## config.mk

```make
export PLATFORM = sky130hd
export DESIGN_NAME = ternary_weight_packer_unit
export DESIGN_NICKNAME = d
export VERILOG_FILES = /design/src/hw/rtl/twp_pkg.sv /design/src/hw/rtl/ternary_weight_packer_unit.sv
export SDC_FILE = /design/constraint.sdc
export NUM_CORES = 1
export LEC_CHECK = 0
export BUFFER_PORTS_ARGS = -buffer_cell sky130_fd_sc_hd__buf_4
export CORE_UTILIZATION = 60
export CTS_CLUSTER_SIZE = 20
export DETAILED_ROUTE_END_ITERATION = 16
export PLACE_DENSITY = 0.81
export SLEW_MARGIN = 40
export SYNTH_ARGS = -nofsm -noshare
export SYNTH_HDL_FRONTEND = slang
export SYNTH_SLANG_ARGS = --single-unit
```

## constraint.sdc

```tcl
create_clock -name clk -period 13 [get_ports clk]
set_clock_uncertainty 0.15 [all_clocks]
set_input_delay 2.6 -clock clk [delete_from_list [all_inputs] [get_ports clk]]
set_output_delay 2.6 -clock clk [all_outputs]
set_load 0.03 [all_outputs]
```

## src/hw/rtl/twp_pkg.sv

```systemverilog
// ----------------------------------------------------------------------------
// Ternary weight packer package
// Widths, codes and register indexes shared by the ternary weight packer.
// ----------------------------------------------------------------------------
`default_nettype none

package twp_pkg;

  localparam int ROW_MAX_DEF    = 16384;
  localparam int BLOCK_SIZE_DEF = 256;
  localparam int CODES_PER_WORD = 16;
  localparam int LANE_W         = 4;

  localparam int WEIGHT_W   = 16;
  localparam int LEN_CFG_W  = 15;
  localparam int ROWS_CFG_W = 16;
  localparam int CFG_DATA_W = 16;
  localparam int CFG_ADDR_W = 1;
  localparam int LEN_W      = 17;
  localparam int ROW_W      = 16;
  localparam int SLOT_W     = 10;
  localparam int WORD_W     = 32;
  localparam int SCALE_W    = 16;
  localparam int TDATA_W    = 80;

  typedef logic [1:0] code_t;

  localparam code_t CODE_ZERO = 2'b00;
  localparam code_t CODE_POS  = 2'b01;
  localparam code_t CODE_NEG  = 2'b10;

  localparam logic [CFG_ADDR_W-1:0] REG_ROW_LENGTH = 1'b0;
  localparam logic [CFG_ADDR_W-1:0] REG_ROW_COUNT  = 1'b1;

  localparam logic KIND_WORD  = 1'b0;
  localparam logic KIND_SCALE = 1'b1;

endpackage

`default_nettype wire

```

## src/hw/rtl/ternary_weight_packer_unit.sv

```systemverilog
// ----------------------------------------------------------------------------
// Ternary weight packer unit
// Packs a stream of Q1.15 weights into 2-bit ternary codes, 16 to a word,
// and reports a per-block mean absolute value of the nonzero weights.
// ----------------------------------------------------------------------------
// Usage:
// Weights enter on the in_ channel one item per handshake, in row-major order.
// Results leave on the out_ channel: a packed word (tuser low) after every
// 16 weights or at the end of a row, and a block scale (tuser high) after
// the word that closes a block of BLOCK_SIZE weights or a row. tlast marks
// the scale of the final block of the matrix.
// Inside a block, weights stream at one item per cycle unless a word-closing
// weight meets a full, stalled output register; a word result is registered
// and appears in the cycle after its closing weight. At a block end the scale
// comes from a restoring divider that resolves one quotient bit per cycle; no
// weight is taken until that scale has been loaded into the output register.
// A single output register holds one result; while it is full and stalled,
// weights that would close a word are held off, others are still taken.
// Reset restores row_length 256, row_count 1 and clears all positions and
// sums. Configuration is written through cfg_we, cfg_addr and cfg_wdata.
// ----------------------------------------------------------------------------
`default_nettype none

module ternary_weight_packer_unit #(
  parameter int ROW_MAX    = twp_pkg::ROW_MAX_DEF,
  parameter int BLOCK_SIZE = twp_pkg::BLOCK_SIZE_DEF
) (
  input  wire logic                             clk,
  input  wire logic                             rst_n,
  input  wire logic                             cfg_we,
  input  wire logic [twp_pkg::CFG_ADDR_W-1:0]   cfg_addr,
  input  wire logic [twp_pkg::CFG_DATA_W-1:0]   cfg_wdata,
  input  wire logic                             in_tvalid,
  output logic                                  in_tready,
  // weight[15:0]
  input  wire logic signed [twp_pkg::WEIGHT_W-1:0] in_tdata,
  output logic                                  out_tvalid,
  input  wire logic                             out_tready,
  // row_index[15:0], slot_index[25:16], packed_word[57:26],
  // scale_value[73:58], zero fill[79:74]
  output logic [twp_pkg::TDATA_W-1:0]           out_tdata,
  // kind[0]
  output logic                                  out_tuser,
  output logic                                  out_tlast
);

  import twp_pkg::*;

  localparam int COL_W  = $clog2(ROW_MAX);
  localparam int BPOS_W = $clog2(BLOCK_SIZE);
  localparam int NBLK   = (ROW_MAX + BLOCK_SIZE - 1) / BLOCK_SIZE;
  localparam int BIDX_W = (NBLK > 1) ? $clog2(NBLK) : 1;
  localparam int SUM_W  = WEIGHT_W + $clog2(BLOCK_SIZE);
  localparam int CNT_W  = $clog2(BLOCK_SIZE + 1);
  localparam int DCNT_W = $clog2(SUM_W + 1);

  localparam logic [1:0] ST_IDLE  = 2'd0;
  localparam logic [1:0] ST_DIV   = 2'd1;
  localparam logic [1:0] ST_SCALE = 2'd2;

  logic [1:0]            state_r, state_nxt;
  logic [LEN_CFG_W-1:0]  row_length_r, row_length_nxt;
  logic [ROWS_CFG_W-1:0] row_count_r, row_count_nxt;
  logic [COL_W-1:0]      col_r, col_nxt;
  logic [ROW_W-1:0]      row_r, row_nxt;
  logic [BPOS_W-1:0]     bpos_r, bpos_nxt;
  logic [BIDX_W-1:0]     bidx_r, bidx_nxt;
  logic [WORD_W-1:0]     acc_r, acc_nxt;
  logic [SUM_W-1:0]      sum_r, sum_nxt;
  logic [CNT_W-1:0]      cnt_r, cnt_nxt;

  logic [SUM_W-1:0]      quo_r, quo_nxt;
  logic [CNT_W-1:0]      rem_r, rem_nxt;
  logic [CNT_W-1:0]      dvs_r, dvs_nxt;
  logic [DCNT_W-1:0]     dcnt_r, dcnt_nxt;

  logic [ROW_W-1:0]      pend_row_r, pend_row_nxt;
  logic [BIDX_W-1:0]     pend_blk_r, pend_blk_nxt;
  logic                  pend_last_r, pend_last_nxt;

  logic                  out_valid_r, out_valid_nxt;
  logic                  out_kind_r, out_kind_nxt;
  logic [ROW_W-1:0]      out_row_r, out_row_nxt;
  logic [SLOT_W-1:0]     out_slot_r, out_slot_nxt;
  logic [WORD_W-1:0]     out_word_r, out_word_nxt;
  logic [SCALE_W-1:0]    out_scale_r, out_scale_nxt;
  logic                  out_last_r, out_last_nxt;

  logic [LEN_W-1:0]      len_eff;
  logic [LEN_W-1:0]      rows_eff;
  logic                  row_end;
  logic                  word_end;
  logic                  block_end;
  logic                  mat_end;
  logic                  out_free;
  logic                  in_fire;
  logic                  neg;
  logic [WEIGHT_W-1:0]   mag;
  code_t                 code;
  logic [WORD_W-1:0]     word_new;
  logic [SUM_W-1:0]      sum_new;
  logic [CNT_W-1:0]      cnt_new;
  logic [CNT_W:0]        rem_sh;
  logic [CNT_W+1:0]      diff;
  logic                  ge;

  always_comb begin
    if (row_length_r == '0) begin
      len_eff = LEN_W'(1);
    end else if (LEN_W'(row_length_r) > LEN_W'(ROW_MAX)) begin
      len_eff = LEN_W'(ROW_MAX);
    end else begin
      len_eff = LEN_W'(row_length_r);
    end
    rows_eff = (row_count_r == '0) ? LEN_W'(1) : LEN_W'(row_count_r);
  end

  assign row_end   = (LEN_W'(col_r) + LEN_W'(1)) >= len_eff;
  assign word_end  = row_end || (col_r[LANE_W-1:0] == LANE_W'(CODES_PER_WORD - 1));
  assign block_end = row_end || (bpos_r == BPOS_W'(BLOCK_SIZE - 1));
  assign mat_end   = row_end && ((LEN_W'(row_r) + LEN_W'(1)) >= rows_eff);

  assign out_free  = !out_valid_r || out_tready;
  assign in_tready = (state_r == ST_IDLE) && (out_free || !word_end);
  assign in_fire   = in_tvalid && in_tready;

  assign neg  = in_tdata[WEIGHT_W-1];
  assign mag  = neg ? (~in_tdata + WEIGHT_W'(1)) : in_tdata;
  assign code = (in_tdata == '0) ? CODE_ZERO : (neg ? CODE_NEG : CODE_POS);

  always_comb begin
    word_new = acc_r;
    word_new[2*col_r[LANE_W-1:0] +: 2] = code;
  end

  assign sum_new = sum_r + SUM_W'(mag);
  assign cnt_new = cnt_r + ((in_tdata != '0) ? CNT_W'(1) : CNT_W'(0));

  // Restoring divider step, used for every block: one quotient bit per cycle.
  assign rem_sh = {rem_r, quo_r[SUM_W-1]};
  assign diff   = {1'b0, rem_sh} - {2'b00, dvs_r};
  assign ge     = !diff[CNT_W+1];

  always_comb begin
    state_nxt      = state_r;
    row_length_nxt = row_length_r;
    row_count_nxt  = row_count_r;
    col_nxt        = col_r;
    row_nxt        = row_r;
    bpos_nxt       = bpos_r;
    bidx_nxt       = bidx_r;
    acc_nxt        = acc_r;
    sum_nxt        = sum_r;
    cnt_nxt        = cnt_r;
    quo_nxt        = quo_r;
    rem_nxt        = rem_r;
    dvs_nxt        = dvs_r;
    dcnt_nxt       = dcnt_r;
    pend_row_nxt   = pend_row_r;
    pend_blk_nxt   = pend_blk_r;
    pend_last_nxt  = pend_last_r;
    out_valid_nxt  = out_valid_r && !out_tready;
    out_kind_nxt   = out_kind_r;
    out_row_nxt    = out_row_r;
    out_slot_nxt   = out_slot_r;
    out_word_nxt   = out_word_r;
    out_scale_nxt  = out_scale_r;
    out_last_nxt   = out_last_r;

    if (cfg_we) begin
      case (cfg_addr)
        REG_ROW_LENGTH: row_length_nxt = cfg_wdata[LEN_CFG_W-1:0];
        REG_ROW_COUNT:  row_count_nxt  = cfg_wdata[ROWS_CFG_W-1:0];
        default: ;
      endcase
    end

    case (state_r)
      ST_IDLE: begin
        if (in_fire) begin
          acc_nxt = word_new;
          sum_nxt = sum_new;
          cnt_nxt = cnt_new;
          if (word_end) begin
            out_valid_nxt = 1'b1;
            out_kind_nxt  = KIND_WORD;
            out_row_nxt   = row_r;
            out_slot_nxt  = SLOT_W'(col_r >> LANE_W);
            out_word_nxt  = word_new;
            out_scale_nxt = '0;
            out_last_nxt  = mat_end && !block_end;
            acc_nxt       = '0;
          end
          if (block_end) begin
            quo_nxt       = sum_new;
            rem_nxt       = '0;
            dvs_nxt       = cnt_new;
            dcnt_nxt      = DCNT_W'(SUM_W);
            pend_row_nxt  = row_r;
            pend_blk_nxt  = bidx_r;
            pend_last_nxt = mat_end;
            sum_nxt       = '0;
            cnt_nxt       = '0;
            state_nxt     = ST_DIV;
          end
          if (row_end) begin
            col_nxt  = '0;
            row_nxt  = mat_end ? '0 : (row_r + ROW_W'(1));
            bpos_nxt = '0;
            bidx_nxt = '0;
          end else begin
            col_nxt = col_r + COL_W'(1);
            if (block_end) begin
              bpos_nxt = '0;
              bidx_nxt = bidx_r + BIDX_W'(1);
            end else begin
              bpos_nxt = bpos_r + BPOS_W'(1);
            end
          end
        end
      end
      ST_DIV: begin
        quo_nxt  = {quo_r[SUM_W-2:0], ge};
        rem_nxt  = ge ? diff[CNT_W-1:0] : rem_sh[CNT_W-1:0];
        dcnt_nxt = dcnt_r - DCNT_W'(1);
        if (dcnt_r == DCNT_W'(1)) begin
          state_nxt = ST_SCALE;
        end
      end
      ST_SCALE: begin
        if (out_free) begin
          out_valid_nxt = 1'b1;
          out_kind_nxt  = KIND_SCALE;
          out_row_nxt   = pend_row_r;
          out_slot_nxt  = SLOT_W'(pend_blk_r);
          out_word_nxt  = '0;
          out_scale_nxt = (dvs_r == '0) ? '0 : quo_r[SCALE_W-1:0];
          out_last_nxt  = pend_last_r;
          state_nxt     = ST_IDLE;
        end
      end
      default: state_nxt = ST_IDLE;
    endcase
  end

  always_ff @(posedge clk) begin
    if (!rst_n) begin
      state_r      <= ST_IDLE;
      row_length_r <= LEN_CFG_W'(256);
      row_count_r  <= ROWS_CFG_W'(1);
      col_r        <= '0;
      row_r        <= '0;
      bpos_r       <= '0;
      bidx_r       <= '0;
      acc_r        <= '0;
      sum_r        <= '0;
      cnt_r        <= '0;
      dcnt_r       <= '0;
      out_valid_r  <= 1'b0;
    end else begin
      state_r      <= state_nxt;
      row_length_r <= row_length_nxt;
      row_count_r  <= row_count_nxt;
      col_r        <= col_nxt;
      row_r        <= row_nxt;
      bpos_r       <= bpos_nxt;
      bidx_r       <= bidx_nxt;
      acc_r        <= acc_nxt;
      sum_r        <= sum_nxt;
      cnt_r        <= cnt_nxt;
      dcnt_r       <= dcnt_nxt;
      out_valid_r  <= out_valid_nxt;
    end
  end

  always_ff @(posedge clk) begin
    quo_r       <= quo_nxt;
    rem_r       <= rem_nxt;
    dvs_r       <= dvs_nxt;
    pend_row_r  <= pend_row_nxt;
    pend_blk_r  <= pend_blk_nxt;
    pend_last_r <= pend_last_nxt;
    out_kind_r  <= out_kind_nxt;
    out_row_r   <= out_row_nxt;
    out_slot_r  <= out_slot_nxt;
    out_word_r  <= out_word_nxt;
    out_scale_r <= out_scale_nxt;
    out_last_r  <= out_last_nxt;
  end

  assign out_tvalid = out_valid_r;
  assign out_tuser  = out_kind_r;
  assign out_tlast  = out_last_r;
  assign out_tdata  = {(TDATA_W - ROW_W - SLOT_W - WORD_W - SCALE_W)'(0),
                       out_scale_r, out_word_r, out_slot_r, out_row_r};

  a_div_to_scale: assert property (@(posedge clk) disable iff (!rst_n)
    (state_r == ST_DIV && dcnt_r == DCNT_W'(1)) |=> (state_r == ST_SCALE))
    else $error("divider did not hand over to scale output");

  a_scale_bound: assert property (@(posedge clk) disable iff (!rst_n)
    (out_valid_r && out_kind_r == KIND_SCALE) |-> (out_scale_r <= SCALE_W'(32768)))
    else $error("block scale above full scale");

  a_word_not_last: assert property (@(posedge clk) disable iff (!rst_n)
    (out_valid_r && out_kind_r == KIND_WORD) |-> !out_last_r)
    else $error("packed word marked as end of matrix");

  a_no_take_busy: assert property (@(posedge clk) disable iff (!rst_n)
    (state_r == ST_DIV) |=> !$rose(in_tready) || (state_r == ST_IDLE))
    else $error("input taken while divider busy");

endmodule

`default_nettype wire
```

; Word level (Yosys, flattened, before mapping)
; Index checks and enable logic that the tools add are counted.
; Widths: inputs -> output; s select.
[totals]
mem_bits_ro = 0
latchBits = 0
wordCells = 146
regBits = 289
inputBits = 38
n_memories = 0
output_inout_bits = 84
mem_bits_rw = 0
[op_classes]
muxes = 61
reduce_logical = 32
magnitude_cmp = 3
n_shift = 2
n_addsub = 12
bitwise_logic = 2
eq_ne = 10
n_mul = 0
div = 0
[ops]
columns = operator, count
row1 = $mux 16, 10
row2 = $mux 32, 4
row3 = $mux 24, 3
row4 = $pmux 16 s2, 2
row5 = $pmux 32 s2, 1
row6 = $pmux 24 s2, 1
row7 = $mux 9, 4
row8 = $neg 5->34, 1
row9 = $shift 2x34->32 const A, 1
row10 = $shiftx 2x34->32, 1
row11 = $bwmux 32, 1
row12 = $logic_not 16->1, 2
row13 = $mux 10, 3
row14 = $add 24x16->24, 1
row15 = $pmux 10 s2, 1
row16 = $pmux 9 s2, 1
row17 = $add 16x1->17 const B, 1
row18 = $ge 15x17->1, 1
row19 = $ge 17x16->1, 1
row20 = $mux 17, 1
row21 = $add 16x1->16 const B, 1
row22 = $add 16x2->16 const B, 1
row23 = $mux 8, 2
row24 = $not 16->16, 1
row25 = other kinds (35), 76

; Depth between registers and ports, before layout
[depth]
ltp_word = 11
depth_mapped = 18
depth_no_buf = 14

; Worst setup path after synthesis
; No wires, ideal clock.
[synth_path]
kind = register to register
start = register col_r[0]
end = register out_row_r[0] (enable)
arrival_time_ns = 8.334
t_required_ns = 12.247
path_slack_ns = 3.913
setup_ns = 0.603
synth_period_minus_slack_ns = 9.087
n_path_buf = 2
path_stages_with_launch = 16
cell_sequence = dfxtp_1 > clkbuf_2 > inv_1 > nor3_1 > and3_1 > nand2_1 > nor2_1 > xor2_1 > ha_1 > and3_1 > nand4_1 > or2_1 > o211ai_2 > clkbuf_1 > a21oi_1 > nor3_1
[synth_via]
elab_chain_len = 9
word_cells_on_any_way = 11
cone_classes = 1 x add/sub / 1 x order compare / 3 x eq/ne / 6 x reduce/logical
[synth_rtl]
columns = item, line_no
row1 = start: declaration, ternary_weight_packer_unit.sv:64  ; logic [COL_W-1:0] col_r, col_nxt;
row2 = start signal: assignment, ternary_weight_packer_unit.sv:264  ; col_r <= col_nxt;
row3 = $add 14x1->15, ternary_weight_packer_unit.sv:118  ; assign row_end = (LEN_W'(col_r) + LEN_W'(1)) >= len_eff;
row4 = $ge 15x17->1, ternary_weight_packer_unit.sv:118
row5 = $logic_or 1x1->1 (*), ternary_weight_packer_unit.sv:119  ; assign word_end = row_end || (col_r[LANE_W-1:0] == LANE_W'(CODES_PER_WORD - 1));
row6 = $logic_not 1->1, ternary_weight_packer_unit.sv:124  ; assign in_tready = (state_r == ST_IDLE) && (out_free || !word_end);
row7 = $logic_or 1x1->1, ternary_weight_packer_unit.sv:124
row8 = $logic_and 1x1->1, ternary_weight_packer_unit.sv:124
row9 = $logic_and 1x1->1, ternary_weight_packer_unit.sv:125  ; assign in_fire = in_tvalid && in_tready;
row10 = $ne 2x2->1 (no source line), -
row11 = $reduce_and 4->1 (no source line) (*), -
row12 = end signal: assignment, ternary_weight_packer_unit.sv:284  ; out_row_r <= out_row_nxt;
row13 = end: declaration, ternary_weight_packer_unit.sv:83  ; logic [ROW_W-1:0] out_row_r, out_row_nxt;
; Mark *: on every way between the ends. The rest lies on a longest branch, timed or not.
; A chain may end at the register's enable or synchronous reset.

; Worst setup path in the final report
[layout_path]
start = register col_r[0]
end = output in_tready
[layout_via]
elab_chain_len = 6
word_cells_on_any_way = 7
cone_classes = 1 x add/sub / 1 x order compare / 1 x eq/ne / 4 x reduce/logical
[layout_rtl]
columns = item, line_no
row1 = $add 14x1->15, ternary_weight_packer_unit.sv:118
row2 = $ge 15x17->1, ternary_weight_packer_unit.sv:118
row3 = $logic_or 1x1->1 (*), ternary_weight_packer_unit.sv:119
row4 = $logic_not 1->1 (*), ternary_weight_packer_unit.sv:124
row5 = $logic_or 1x1->1 (*), ternary_weight_packer_unit.sv:124
row6 = $logic_and 1x1->1 (*), ternary_weight_packer_unit.sv:124
row7 = end: declaration, ternary_weight_packer_unit.sv:34  ; output logic in_tready,
; Marks and branches as above.

==> out/qor.txt <==
Synth Cell Area = 14,800 µm²
Power, Total = 0.00221 W
GRT Total Usage = 26.5%
PD cells = 131 nW/µm²
ANT nets after route = 0
Critical path required time = 10.25 ns
Worst skew pair latency = 0.55 ns
Worst EP arrival = 4.47 ns
Syn_area_per_cell = 9.49 µm²
Flop2flop setup slack = 7.71 ns
I/O pins = 122
Clock-pin slew on the worst setup and hold paths = 0.07 ns
Largest net degree at the start of global routing = 58
Predominant post-synthesis flop cell = dfxtp_1
Hold-fix buffers, CTS = 0
DR WL/cell = 17.0 µm
Antenna violations before repair = 0
Diodes inserted = 0
CP Capture Type = output pin
Final setup margin = 5.78 ns
Vias per Instance = 5.94
Overflow left after global routing = 0
Area Growth Syn to Fin = 14.0%
Cts bufs inserted = 30
Post-detail-place hpwl = 23,500 µm
Post-layout util = 69.6%
Nets = 1,746
Core area = 24,200 µm²
Routability cong. = 0.874
Dpl ws = 6.43 ns
Most common cell on crit path = and3_1
Max Buffers Root-to-Sink = 3
Grt met3 use = 3.15%
Worst Tran Pin Value = 0.809 ns
Met1 Track Usage GR = 36.0%
CP startpoint kind = register
Hold WS = 0.302 ns
Crit path max-delay family = simple AND/OR/NAND/NOR gates
Gr busiest metal = met2
Layout cell share with drive strength beyond 1 = 13.2%
Cts repair resizes = 0
Worst stage delay on the critical path = 0.58 ns
Drt first pass iters = 8
Sink Count = 289
RSZ-0062 raised after global routing = false
Async SR Flop Fraction = 0%
Die height = 159 µm
Status = completed
Final setup vio count = 0
DRT iter0 DRCs = 859
First-pass GRT wire length = 55,400 µm
Number of global-route vias before repair = 11.2k
Die W = 159 µm
Die area = 25,300 µm²
Syn Inst Count = 1,560
Setup Total Neg Slack = 0 ns
Met2 GRT Util = 44.5%
Fmax = 0.138 GHz
Max Slew Vio Count = 0
Slew HR = 46.1%
Netlist cell types = 69
Starting Density = 61.1%
Max_cap viols = 0
Hold WC Path Type = register to register
Root Driver = clkbuf_16
H-tree lvl count = 1
Peak supply drop = 0.111 mV
Cell chain of the critical path = inv_1 -> nor3_1 -> and3_1 -> nand2_1 -> nor2_1 -> xor2_1 -> ha_1 -> and3_1 -> nand4_1 -> or2_1 -> o211ai_4 -> a21boi_0 -> buf_4
Final period util = 55.6%
Fin. Hold Viols = 0
YS warnings = 0
Fillers = 1,903
Crit-path max FO = 17
CP bufs+invs = 2
P_leak = 6.58 nW
CP max stage cell = dfxtp_1
Vias = 11.8k
Multi-input logic area = 7060 µm²
# DRC = 0
IO Port Bufs = 115
FF/Latch Area = 7200 µm²
CTS tree = yes
Post-synth EDFFs = 141
Seq/Total Area, Yosys = 48.6%
Postcts setup bufs = 0
Critical path class = register to output pin
Seq cells post-synth = 289
Post-Route WL = 33,700 µm
Rows = 57
Min Tclk post-route = 7.22 ns
## registers in the layout, summed over array words and instances (netlist names), 10 cells and up
name,flops
out_word_r,32
out_scale_r,16
quo_r,24
pend_row_r,16
out_row_r,16
row_length_r,15
col_r,14
out_slot_r,10
row_count_r,16
row_r,16
acc_r,32
sum_r,24
## layout by cell type (no fill, tap or decap), drive strengths merged, types with 11 or more instances in the layout
cell type and n:
nand2 210, ha 70, clkbuf 37, o211a 11
mux2 22, o31ai 12, mux2i 18, a2bb2oi 13
nand4 20, xnor2 49, xor2 35, nand3 73
o22ai 18, o21ai 68, nor3 32, inv 67
and2 33, nor2 111, o211ai 22, a21oi 133
buf 127, edfxtp 141, dfxtp 148, clkinv 12
nor2b 11, a21o 13, and3 22
## Yosys cell counts, types with 11 or more instances
library cell  count  area share, %
a21oi_1         131            4.4
xnor2_1          49            2.9
and2_1           33            1.4
clkbuf_1         58            1.5
nor3_1           32            1.1
buf_2            15           0.51
mux2i_1          18            1.2
a2bb2oi_1        13           0.77
inv_1            66            1.7
dfxtp_1         148             20
o22ai_1          18           0.76
and3_1           22           0.93
nand4_1          20           0.84
nor2b_1          11           0.46
a21o_1           13           0.66
ha_1             70            5.9
edfxtp_1        141             29
o211ai_1         21            1.1
o31ai_1          11           0.56
nor2_1          110            2.8
xor2_1           35            2.1
nand3_1          73            2.5
o211a_1          11           0.74
mux2_2           22            1.7
nand2_1         210            5.3
o21ai_0          64            2.2
## cell families after synthesis
group	Yosys count	share of synthesized area (%)
simple gates	566	17.8
compound gates	354	15.2
flops	289	48.6
buf+inv	154	4.24
xor+xnor	84	4.97
fa+ha+maj	72	6.19
mux	40	2.89
other cells	1	0.0253
## metrics by stage
stage	cell area, µm²	cells
5_1_grt	16900	1984
3_3_place_gp	15800	1925
3_5_place_dp	15900	1928
4_1_cts	16900	1984
6_report	16900	1984
2_1_floorplan	14800	1565
## report_power, final
part | total (W) | switching [W] | leakage [nW] | internal, W
combinational | 0.000337 | 0.000216 | 3.60 | 0.000122
clock | 0.000853 | 0.000352 | 0.477 | 0.000501
sequential | 0.00102 | 0.0000219 | 2.50 | 0.000997
## area by class of cell
cell class | instances | share of cell area [%]
flip-flops and latches | 289 | 42.6
multi-input cells | 1122 | 41.8
repair buffers | 127 | 5.81
clock buffers | 37 | 4.79
well taps | 324 | 2.40
inverters | 66 | 1.47
clock inverters | 19 | 1.07
## worst register-to-register path, stage by stage, from the launching register on
cell	delay, ns
dfxtp_1	0.58
inv_1	0.25
nor3_1	0.44
and3_1	0.31
nand2_1	0.18
nor2_1	0.17
xor2_1	0.16
ha_1	0.25
a21o_1	0.19
a221oi_2	0.27
o22a_2	0.24
o211a_1	0.47
o221ai_2	0.39
a21oi_4	0.53
buf_8	0.24
buf_8	0.18
## final timing paths
path | startpoint | to | cells after the start
setup / recovery | col_r[0] | in_tready | 13
hold / removal | acc_r[14] | acc_r[14] | 2
setup reg to reg | col_r[0] | quo_r[9] | 15
hold reg to reg | acc_r[14] | acc_r[14] | 2
## routing by layer
layer	wire (µm)	up-vias
li1	-	5720
met4	862	0
met1	14800	5595
met3	1880	72
met2	16100	407
met5	0	-
(Power assumes the default switching activity.)
